## src/hw/rtl/lom_pkg.sv

```systemverilog
// Shared types and codes for the limit order matcher.
`default_nettype none
package lom_pkg;

  localparam int unsigned IdBits = 32;

  // Result kind codes
  localparam logic KindTrade = 1'b0;
  localparam logic KindDone  = 1'b1;

  // Done status codes
  localparam logic [1:0] StatusOk       = 2'd0;
  localparam logic [1:0] StatusRejected = 2'd1;
  localparam logic [1:0] StatusBookFull = 2'd2;

  // Side codes
  localparam logic SideBuy  = 1'b0;
  localparam logic SideSell = 1'b1;

  // Commands from controller to datapath
  typedef struct packed {
    logic load;     // take the incoming request
    logic restart;  // clear scan pointer and search results
    logic scan;     // examine one book slot
    logic fill;     // trade against the best slot and emit a trade report
    logic done;     // rest the remainder and emit the done report
  } cmd_t;

  // Status from datapath to controller
  typedef struct packed {
    logic qty_zero;    // incoming request has zero quantity
    logic scan_last;   // scan pointer is at the last slot
    logic found_next;  // a crossing slot has been found, current slot included
    logic fill_empty;  // the pending fill consumes the whole remainder
    logic out_free;    // output register can take a result this cycle
  } sts_t;

endpackage
`default_nettype wire

```

## src/hw/rtl/limit_order_matcher.sv

```systemverilog
// Top level of the limit order matcher with price-time priority.
// Usage:
//   Input channel (in_valid_i/in_ready_o) carries one order request: side,
//   limit price and quantity. Each request gets the next sequential id.
//   Output channel (out_valid_o/out_ready_i) carries zero or more trade
//   reports followed by one done report with last_o high.
// Sequencing:
//   One request is worked on at a time. Each search for the best resting
//   order walks the book one slot per cycle. A request is loaded, then
//   each search that finds a crossing order is followed by a fill, and the
//   done step follows a search that finds none or a fill that takes the
//   whole remainder. A zero-quantity request goes straight to done.
// Reset:
//   The book is empty after reset and the first id is one. No clearing
//   pass is needed.
// Stalls:
//   A result waits in the output register; the block holds its fill or done
//   step until the receiver takes it, and accepts no new request until the
//   done report is loaded.
`default_nettype none
module limit_order_matcher #(
  parameter int unsigned BOOK_ENTRIES = 32,
  parameter int unsigned PRICE_BITS   = 20,
  parameter int unsigned QTY_BITS     = 16
) (
  input  wire                         clk_i,
  input  wire                         rst_ni,
  input  wire                         in_valid_i,
  output logic                        in_ready_o,
  input  wire                         side_i,
  input  wire  [PRICE_BITS-1:0]       limit_price_i,
  input  wire  [QTY_BITS-1:0]         order_quantity_i,
  output logic                        out_valid_o,
  input  wire                         out_ready_i,
  output logic                        kind_o,
  output logic [QTY_BITS-1:0]         units_o,
  output logic [PRICE_BITS-1:0]       tick_price_o,
  output logic [lom_pkg::IdBits-1:0]  buyer_id_o,
  output logic [lom_pkg::IdBits-1:0]  seller_id_o,
  output logic [lom_pkg::IdBits-1:0]  incoming_id_o,
  output logic [1:0]                  status_o,
  output logic                        last_o
);
  import lom_pkg::*;

  cmd_t cmd;
  sts_t sts;

  // Sequencer
  lom_ctrl u_ctrl (
    .clk_i      (clk_i),
    .rst_ni     (rst_ni),
    .in_valid_i (in_valid_i),
    .in_ready_o (in_ready_o),
    .sts_i      (sts),
    .cmd_o      (cmd)
  );

  // Book and result datapath
  lom_path #(
    .BOOK_ENTRIES (BOOK_ENTRIES),
    .PRICE_BITS   (PRICE_BITS),
    .QTY_BITS     (QTY_BITS)
  ) u_path (
    .clk_i            (clk_i),
    .rst_ni           (rst_ni),
    .cmd_i            (cmd),
    .sts_o            (sts),
    .side_i           (side_i),
    .limit_price_i    (limit_price_i),
    .order_quantity_i (order_quantity_i),
    .out_valid_o      (out_valid_o),
    .out_ready_i      (out_ready_i),
    .kind_o           (kind_o),
    .units_o          (units_o),
    .tick_price_o     (tick_price_o),
    .buyer_id_o       (buyer_id_o),
    .seller_id_o      (seller_id_o),
    .incoming_id_o    (incoming_id_o),
    .status_o         (status_o),
    .last_o           (last_o)
  );

endmodule
`default_nettype wire

```

## src/hw/rtl/lom_ctrl.sv

```systemverilog
// Sequencer for the limit order matcher: scan, fill and done steps.
`default_nettype none
module lom_ctrl (
  input  wire                  clk_i,
  input  wire                  rst_ni,
  input  wire                  in_valid_i,
  output logic                 in_ready_o,
  input  lom_pkg::sts_t        sts_i,
  output lom_pkg::cmd_t        cmd_o
);
  import lom_pkg::*;

  typedef enum logic [1:0] {
    StIdle,
    StScan,
    StFill,
    StDone
  } state_e;

  state_e state_q, state_d;

  // Decode commands and next state
  always_comb begin
    state_d    = state_q;
    cmd_o      = '0;
    in_ready_o = 1'b0;
    unique case (state_q)
      StIdle: begin
        in_ready_o = 1'b1;
        if (in_valid_i) begin
          cmd_o.load    = 1'b1;
          cmd_o.restart = 1'b1;
          state_d       = sts_i.qty_zero ? StDone : StScan;
        end
      end
      StScan: begin
        cmd_o.scan = 1'b1;
        if (sts_i.scan_last) begin
          state_d = sts_i.found_next ? StFill : StDone;
        end
      end
      StFill: begin
        if (sts_i.out_free) begin
          cmd_o.fill    = 1'b1;
          cmd_o.restart = 1'b1;
          state_d       = sts_i.fill_empty ? StDone : StScan;
        end
      end
      StDone: begin
        if (sts_i.out_free) begin
          cmd_o.done = 1'b1;
          state_d    = StIdle;
        end
      end
      default: state_d = StIdle;
    endcase
  end

  // Hold state
  always_ff @(posedge clk_i or negedge rst_ni) begin
    if (!rst_ni) begin
      state_q <= StIdle;
    end else begin
      state_q <= state_d;
    end
  end

endmodule
`default_nettype wire

```

## src/hw/rtl/lom_path.sv

```systemverilog
// Datapath: order book slots, best-order scan, fill arithmetic and output register.
`default_nettype none
module lom_path #(
  parameter int unsigned BOOK_ENTRIES = 32,
  parameter int unsigned PRICE_BITS   = 20,
  parameter int unsigned QTY_BITS     = 16
) (
  input  wire                         clk_i,
  input  wire                         rst_ni,
  input  lom_pkg::cmd_t               cmd_i,
  output lom_pkg::sts_t               sts_o,
  input  wire                         side_i,
  input  wire  [PRICE_BITS-1:0]       limit_price_i,
  input  wire  [QTY_BITS-1:0]         order_quantity_i,
  output logic                        out_valid_o,
  input  wire                         out_ready_i,
  output logic                        kind_o,
  output logic [QTY_BITS-1:0]         units_o,
  output logic [PRICE_BITS-1:0]       tick_price_o,
  output logic [lom_pkg::IdBits-1:0]  buyer_id_o,
  output logic [lom_pkg::IdBits-1:0]  seller_id_o,
  output logic [lom_pkg::IdBits-1:0]  incoming_id_o,
  output logic [1:0]                  status_o,
  output logic                        last_o
);
  import lom_pkg::*;

  localparam int unsigned IdxBits = $clog2(BOOK_ENTRIES);
  localparam logic [IdxBits-1:0] LastIdx = IdxBits'(BOOK_ENTRIES - 1);

  // Book slots
  logic                  valid_q [BOOK_ENTRIES];
  logic                  sside_q [BOOK_ENTRIES];
  logic [PRICE_BITS-1:0] sprice_q[BOOK_ENTRIES];
  logic [QTY_BITS-1:0]   sunits_q[BOOK_ENTRIES];
  logic [IdBits-1:0]     soid_q  [BOOK_ENTRIES];

  // Current request
  logic                  ord_side_q;
  logic [PRICE_BITS-1:0] ord_price_q;
  logic [QTY_BITS-1:0]   rem_q;
  logic [IdBits-1:0]     ord_id_q;
  logic [IdBits-1:0]     next_id_q;
  logic                  zero_q;

  // Scan state
  logic [IdxBits-1:0]    idx_q;
  logic                  found_q;
  logic [IdxBits-1:0]    best_q;
  logic [PRICE_BITS-1:0] best_price_q;
  logic [IdBits-1:0]     best_age_q;
  logic [QTY_BITS-1:0]   best_units_q;
  logic [IdBits-1:0]     best_oid_q;
  logic                  free_found_q;
  logic [IdxBits-1:0]    free_idx_q;

  logic out_valid_q;

  // Evaluate the slot under the scan pointer
  logic                  cur_valid, cur_side, cand, better, take;
  logic [PRICE_BITS-1:0] cur_price;
  logic [IdBits-1:0]     cur_age;
  logic                  crosses, price_better;
  logic [QTY_BITS-1:0]   fill_units, units_left;
  logic                  out_free;

  always_comb begin
    cur_valid    = valid_q[idx_q];
    cur_side     = sside_q[idx_q];
    cur_price    = sprice_q[idx_q];
    cur_age      = ord_id_q - soid_q[idx_q];
    crosses      = (ord_side_q == SideBuy) ? (cur_price <= ord_price_q)
                                           : (cur_price >= ord_price_q);
    price_better = (ord_side_q == SideBuy) ? (cur_price < best_price_q)
                                           : (cur_price > best_price_q);
    cand         = cur_valid && (cur_side != ord_side_q) && crosses;
    if (!found_q) begin
      better = 1'b1;
    end else if (cur_price == best_price_q) begin
      better = cur_age > best_age_q;
    end else begin
      better = price_better;
    end
    take       = cand && better;
    fill_units = (rem_q < best_units_q) ? rem_q : best_units_q;
    units_left = best_units_q - fill_units;
    out_free   = !out_valid_q || out_ready_i;
  end

  assign sts_o.qty_zero   = (order_quantity_i == '0);
  assign sts_o.scan_last  = (idx_q == LastIdx);
  assign sts_o.found_next = found_q || take;
  assign sts_o.fill_empty = (rem_q == fill_units);
  assign sts_o.out_free   = out_free;
  assign out_valid_o      = out_valid_q;

  // Control registers: id counter, scan flags, valid bits, output valid
  always_ff @(posedge clk_i or negedge rst_ni) begin
    if (!rst_ni) begin
      next_id_q    <= IdBits'(1);
      idx_q        <= '0;
      found_q      <= 1'b0;
      free_found_q <= 1'b0;
      out_valid_q  <= 1'b0;
      for (int i = 0; i < BOOK_ENTRIES; i++) begin
        valid_q[i] <= 1'b0;
      end
    end else begin
      // Load a new result or drop the one taken
      if (cmd_i.fill || cmd_i.done) begin
        out_valid_q <= 1'b1;
      end else if (out_valid_q && out_ready_i) begin
        out_valid_q <= 1'b0;
      end
      if (cmd_i.load) begin
        next_id_q <= next_id_q + IdBits'(1);
      end
      if (cmd_i.restart) begin
        idx_q        <= '0;
        found_q      <= 1'b0;
        free_found_q <= 1'b0;
      end else if (cmd_i.scan) begin
        idx_q <= (idx_q == LastIdx) ? '0 : idx_q + IdxBits'(1);
        if (take) begin
          found_q <= 1'b1;
        end
        if (!cur_valid && !free_found_q) begin
          free_found_q <= 1'b1;
        end
      end
      if (cmd_i.fill) begin
        if (units_left == '0) begin
          valid_q[best_q] <= 1'b0;
        end
      end
      if (cmd_i.done) begin
        if (!zero_q && rem_q != '0 && free_found_q) begin
          valid_q[free_idx_q] <= 1'b1;
        end
      end
    end
  end

  // Payload registers
  always_ff @(posedge clk_i) begin
    if (cmd_i.load) begin
      ord_side_q  <= side_i;
      ord_price_q <= limit_price_i;
      rem_q       <= order_quantity_i;
      ord_id_q    <= next_id_q;
      zero_q      <= (order_quantity_i == '0);
    end
    if (cmd_i.scan) begin
      if (take) begin
        best_q       <= idx_q;
        best_price_q <= cur_price;
        best_age_q   <= cur_age;
        best_units_q <= sunits_q[idx_q];
        best_oid_q   <= soid_q[idx_q];
      end
      if (!cur_valid && !free_found_q) begin
        free_idx_q <= idx_q;
      end
    end
    if (cmd_i.fill) begin
      rem_q            <= rem_q - fill_units;
      sunits_q[best_q] <= units_left;
      kind_o           <= KindTrade;
      units_o          <= fill_units;
      tick_price_o     <= (ord_side_q == SideBuy) ? best_price_q : ord_price_q;
      buyer_id_o       <= (ord_side_q == SideBuy) ? ord_id_q : best_oid_q;
      seller_id_o      <= (ord_side_q == SideBuy) ? best_oid_q : ord_id_q;
      incoming_id_o    <= ord_id_q;
      status_o         <= StatusOk;
      last_o           <= 1'b0;
    end
    if (cmd_i.done) begin
      kind_o        <= KindDone;
      units_o       <= rem_q;
      tick_price_o  <= ord_price_q;
      buyer_id_o    <= '0;
      seller_id_o   <= '0;
      incoming_id_o <= ord_id_q;
      last_o        <= 1'b1;
      if (zero_q) begin
        status_o <= StatusRejected;
      end else if (rem_q != '0 && !free_found_q) begin
        status_o <= StatusBookFull;
      end else begin
        status_o <= StatusOk;
      end
      // Rest the remainder in the lowest slot found free by the last scan
      if (!zero_q && rem_q != '0 && free_found_q) begin
        sside_q[free_idx_q]  <= ord_side_q;
        sprice_q[free_idx_q] <= ord_price_q;
        sunits_q[free_idx_q] <= rem_q;
        soid_q[free_idx_q]   <= ord_id_q;
      end
    end
  end

  // A fill needs a best slot from the preceding scan
  a_fill_found: assert property (@(posedge clk_i) disable iff (!rst_ni)
    cmd_i.fill |-> found_q)
    else $error("fill issued without a best slot");

  // Never overwrite a result that has not been taken
  a_no_overrun: assert property (@(posedge clk_i) disable iff (!rst_ni)
    (cmd_i.fill || cmd_i.done) |-> out_free)
    else $error("result register overrun");

  // A fill always moves at least one unit
  a_fill_nonzero: assert property (@(posedge clk_i) disable iff (!rst_ni)
    cmd_i.fill |-> (fill_units != '0))
    else $error("zero unit fill");

  // The id advances by exactly one per request
  a_id_step: assert property (@(posedge clk_i) disable iff (!rst_ni)
    cmd_i.load |=> (next_id_q == $past(next_id_q) + IdBits'(1)))
    else $error("order id did not advance");

endmodule
`default_nettype wire
```

## config.mk

```make
export PLATFORM = sky130hd
export DESIGN_NAME = limit_order_matcher
export DESIGN_NICKNAME = d
export VERILOG_FILES = /design/src/hw/rtl/lom_pkg.sv /design/src/hw/rtl/limit_order_matcher.sv /design/src/hw/rtl/lom_ctrl.sv /design/src/hw/rtl/lom_path.sv
export SDC_FILE = /design/constraint.sdc
export NUM_CORES = 2
export LEC_CHECK = 0
export ABC_AREA = 1
export BUFFER_PORTS_ARGS = -buffer_cell sky130_fd_sc_hd__buf_2
export CELL_PAD_IN_SITES_DETAIL_PLACEMENT = 0
export CELL_PAD_IN_SITES_GLOBAL_PLACEMENT = 1
export CORE_ASPECT_RATIO = 0.6
export CORE_MARGIN = 10
export CORE_UTILIZATION = 33
export DETAILED_ROUTE_END_ITERATION = 7
export GPL_ROUTABILITY_DRIVEN = 0
export HOLD_SLACK_MARGIN = 0.12
export MAX_ROUTING_LAYER = met4
export PLACE_DENSITY_LB_ADDON = 0.1
export SLEW_MARGIN = 40
export SYNTH_ARGS = -nofsm -noshare
export SYNTH_HDL_FRONTEND = slang
export SYNTH_SLANG_ARGS = --single-unit
```

## constraint.sdc

```tcl
create_clock -name clk_i -period 21.4 [get_ports clk_i]
set_input_delay 2.14 -clock clk_i [delete_from_list [all_inputs] [get_ports clk_i]]
set_output_delay 2.14 -clock clk_i [all_outputs]
set_load 0.05 [all_outputs]
```

==> impl_results.md <==
* Status: finished, final reports clean
* Synth Net Count at 8,844
* Largest net degree at the start of global routing at 173
* Routed wire length at 398,000 microns
* Static Leak at 39.9 nW
* Yosys warns at 0
* Max Slew Vio Count at 0
* Hold Crit Class: reg -> reg
* Ys async rst share at 0.0285
* Io pins at 179
* Starting DRT DRC Count at 9,588
* Worst rel slew slack at 0.268
* Setup crit end kind: flop
* Synth Area in Compound Gates at 0.127
* Clock power share at 0.245
* DRC at 0
* Core area at 0.321 sq mm
* Worst setup startpoint: u_path.idx_q[0]$_DFFE_PN0P_
* Worst r2r dst: u_path.best_price_q[2]$_DFFE_PP_
* Multi-input gate area at 0.0264 sq mm
* FF+latch area at 0.0770 sq mm
* Synth top area cells: edfxtp_1 (69%), o21ai_0 (7.0%), nor2_1 (5.4%)
* Setup TNS Final at 0 ns
* Post-synthesis mux area share at 0.000106
* Syn avg cell area at 12.3 sq um
* Net Sw Frac at 0.419
* Post-CTS Setup Inserts at 0
* Final setup viols at 0
* Max incr delay on CP at 0.77 ns
* Tcrit/Tclk final at 0.437
* CTS Root Cell: clkbuf_16
* CTS Hold Bufs at 0
* Total gr overflow at 0
* Comb pwr share at 0.401
* Worst-path fanout max at 104
* Most frequent CP cell: nand2_1
* Post-Syn Area at 0.106 sq mm
* H-tree depth at 5
* Rows at 161
* Xor/xnor share of the synthesized area at 0.00633
* Layout area overhead at 14.6%
* Post-synth EDFFs at 2,458
* WP data arrival at 9.85 ns
* Top cell type's share of synthesized area at 0.693
* Die Span Y at 460 microns
* RSZ-0062 raised after global routing: no
* Die footprint at 0.347 sq mm
* Internal Dissipation at 11.0 mW
* Total chip power at 19.0 mW
* Clk_skew at 0.0492 ns
* Die X at 753 microns
* Maximum buffer depth of the clock tree at 4
* Worst r2r src: u_path.idx_q[0]$_DFFE_PN0P_
* Hold WS at 0.457 ns
* Seq/Total Area, Yosys at 0.723
* Total number of vias at 73.0k
* PostCTS Resize Cnt at 0
* Distinct cell type count of the synthesized netlist at 52
* Sequential Power Share at 0.353
* Share of cells above drive strength 1 at 0.101
* Clock transition at path regs at 0.06 ns
* VDD IR max at 0.117 mV
* Top FF cell, synth: edfxtp_1
* Mapped Cells at 8,649
* Post-DP HPWL at 226,000 microns
* Synth Area in Adders at 0.0183
* Clk_lat worst skew at 0.89 ns
* Buffers and inverters on the worst path at 4
* Slowest CP cell: buf_4
* Min cycle time layout at 9.36 ns
* Pwr per Cell Area at 156 mW/mm^2
* Initial antenna violation count at 43
* First-pass GRT wire length at 552,000 microns
* Net switching power figure at 7.98 mW
* Vias per inst at 5.44
* Final hold violation count at 0
* CP Launch Type: flop
* Cell taking the most area after synthesis: edfxtp_1
* Cell depth of the worst setup path at 26
* Max Freq at 0.107 GHz
* CP endpoint: u_path.best_price_q[2]$_DFFE_PP_
* CTS tree: built
* Number of max-cap violations at 0
* Worst R2R Path Depth at 26
* Slew @ Worst Pin at 1.09 ns
* Critical Path RT at 21.89 ns
* CP top delay family: compound AO/OA/AOI/OAI gates
* IO Port Bufs at 178
* Simple-gate share of the synthesized area at 0.0937
* Flop-to-flop setup slack at 12.04 ns
* Post-layout net count at 9,032
* Wire per inst at 29.7 microns
* Final ANT Viol Nets at 0
* Register bit total from synthesis at 2,597
* Critical path class: reg -> reg
* TritonCTS Buffers at 272
* TritonCTS Sinks at 2,597
* Starting Density at 0.332
* Final-layout fill cell count at 30.8k
* Largest family of logic cells by synthesized area: compound AO/OA/AOI/OAI gates
* DRT Pass-1 Iters at 7
* Gr usage total at 0.228
* Vias in the first global route at 67.2k
## metrics by stage
stage / cells / worst slack [ns] / instance area [sq um] / utilization
after detailed placement: 12879 / 11.92 / 113000 / 0.353
after CTS: 13355 / 11.87 / 122000 / 0.379
final: 13415 / 12.04 / 122000 / 0.380
after global routing: 13407 / 11.44 / 122000 / 0.380
after floorplan: 8649 / 11.20 / 106000 / -
after global placement: 12862 / 11.82 / 113000 / 0.352
## worst reg2reg max path: stages, from the launching register on
cell     delay [ns]
dfrtp_4        0.70
inv_8          0.60
buf_4          0.85
buf_4          0.75
o21ai_0        0.20
o22ai_1        0.14
nor2_1         0.09
o22ai_1        0.44
o21ai_1        0.41
ha_1           0.57
a21oi_1        0.12
nand2_1        0.17
a21oi_1        0.14
o21ai_0        0.65
nand3_1        0.21
nand3_1        0.14
nand2_1        0.11
ha_1           0.32
nand3_1        0.07
nor2_1         0.14
nand2_1        0.11
nor4_1         0.32
nand2_1        0.12
nand2_1        0.08
a21oi_1        0.10
a21oi_4        0.61
buf_4          0.71
## sequential cells by signal, summed over array words and instances, names as in the netlist, 32 cells and up
register and cells:
u_path.next_id_q 32, u_path.valid_q 32, u_path.sunits_q 512, u_path.seller_id_o 32, u_path.best_age_q 32, u_path.incoming_id_o 32, u_path.sprice_q 640, u_path.soid_q 1024
u_path.ord_id_q 32, u_path.sside_q 32, u_path.buyer_id_o 32, u_path.best_oid_q 32
## power by group through the flow
stage / combinational [mW] / clock (mW) / sequential [mW]
final: 7.63 / 4.67 / 6.73
after global routing: 8.34 / 4.98 / 6.75
after CTS: 7.54 / 4.77 / 6.72
after detailed placement: 7.52 / 0 / 6.83
after global placement: 7.47 / 0 / 6.83
after floorplan: 4.16 / 0 / 7.10
## how the worst min path moves through the flow
stage / slack (ns) / to / cells after the start / startpoint
after CTS: 0.46 / u_path.seller_id_o[27]$_SDFFE_PP0P_ / 2 / u_path.seller_id_o[27]$_SDFFE_PP0P_
after floorplan: 0.42 / u_path.ord_id_q[19]$_DFFE_PP_ / 0 / u_path.next_id_q[19]$_DFFE_PN0P_
after global placement: 0.43 / u_path.ord_id_q[19]$_DFFE_PP_ / 0 / u_path.next_id_q[19]$_DFFE_PN0P_
after global routing: 0.47 / u_path.ord_id_q[19]$_DFFE_PP_ / 0 / u_path.next_id_q[19]$_DFFE_PN0P_
after detailed placement: 0.45 / u_path.seller_id_o[27]$_SDFFE_PP0P_ / 2 / u_path.seller_id_o[27]$_SDFFE_PP0P_
final: 0.46 / u_path.ord_id_q[19]$_DFFE_PP_ / 0 / u_path.next_id_q[19]$_DFFE_PN0P_
## cell families after synthesis
kind of cell	Yosys count
adder cells (fa/ha/maj)	154
buffers and inverters	856
multiplexers	1
XOR/XNOR	77
AO/OA/AOI/OAI	2430
flip-flops	2597
AND/OR/NAND/NOR	2534
## synthesized netlist by cell type, types with 2 or more instances
| cell type | count |
|---|---|
| inv_2 | 7 |
| o21ai_2 | 2 |
| fa_1 | 3 |
| xnor2_1 | 23 |
| nor3_1 | 31 |
| buf_2 | 120 |
| nor4_1 | 17 |
| clkbuf_1 | 379 |
| nand3b_1 | 2 |
| edfxtp_1 | 2458 |
| o31ai_1 | 28 |
| o21a_1 | 4 |
| o21ai_0 | 1490 |
| a21boi_0 | 3 |
| dfxtp_1 | 65 |
| ha_1 | 151 |
| inv_1 | 309 |
| a21o_1 | 4 |
| nor2_1 | 1542 |
| nor2_2 | 4 |
| nand2_1 | 721 |
| dfrtp_1 | 73 |
| o21bai_1 | 8 |
| xor2_1 | 54 |
| buf_1 | 23 |
| o211ai_1 | 24 |
| o32ai_1 | 6 |
| a21oi_1 | 151 |
| o22ai_1 | 550 |
| buf_4 | 16 |
| a31oi_1 | 46 |
| o21ai_1 | 18 |
| nand3_1 | 175 |
| nand4_1 | 24 |
| nor2_4 | 3 |
| nor3_2 | 3 |
| or2_2 | 8 |
| o221ai_1 | 90 |
## cell type report
cell class / instances / share of cell area
inverters: 318 / 0.0105
repair buffers: 452 / 0.0279
flip-flops and latches: 2597 / 0.631
well taps: 4319 / 0.0443
clock buffers: 348 / 0.0602
diodes: 57 / 0.00117
clock inverters: 128 / 0.00870
multi-input cells: 5196 / 0.216
## per-layer routing
layer | part of all wire | track usage | wire length (microns) | up-vias
met5 | 0 | - | 0 | -
met4 | 0.014 | 0.0343 | 5650 | 0
met3 | 0.086 | 0.0442 | 34200 | 387
met2 | 0.38 | 0.291 | 153000 | 3025
met1 | 0.52 | 0.369 | 206000 | 37454
li1 | - | - | - | 32177
## cell usage in the layout, fill, tap and decap left out, types with 10 or more instances in the layout
master / netlist / layout
edfxtp_1: 2458 / 2458
nor2_1: 1542 / 1520
o21ai_0: 1490 / 1462
nand2_1: 721 / 721
o22ai_1: 550 / 548
inv_1: 309 / 289
clkbuf_16: 0 / 283
buf_4: 16 / 218
buf_2: 120 / 177
nand3_1: 175 / 175
ha_1: 151 / 151
a21oi_1: 151 / 150
o221ai_1: 90 / 90
dfrtp_1: 73 / 68
dfxtp_1: 65 / 65
clkbuf_1: 379 / 62
clkinv_1: 1 / 60
diode_2: 0 / 57
xor2_1: 54 / 54
a31oi_1: 46 / 43
clkinv_2: 1 / 33
nor3_1: 31 / 31
buf_6: 0 / 31
o21ai_1: 18 / 29
o31ai_1: 28 / 26
o211ai_1: 24 / 24
nand4_1: 24 / 24
xnor2_1: 23 / 23
nor2_4: 3 / 21
o21ai_2: 2 / 17
nor4_1: 17 / 17
bufinv_16: 0 / 16
inv_4: 0 / 14
buf_12: 0 / 12
inv_6: 0 / 10
Note: power is estimated with default switching activity, not from simulation.
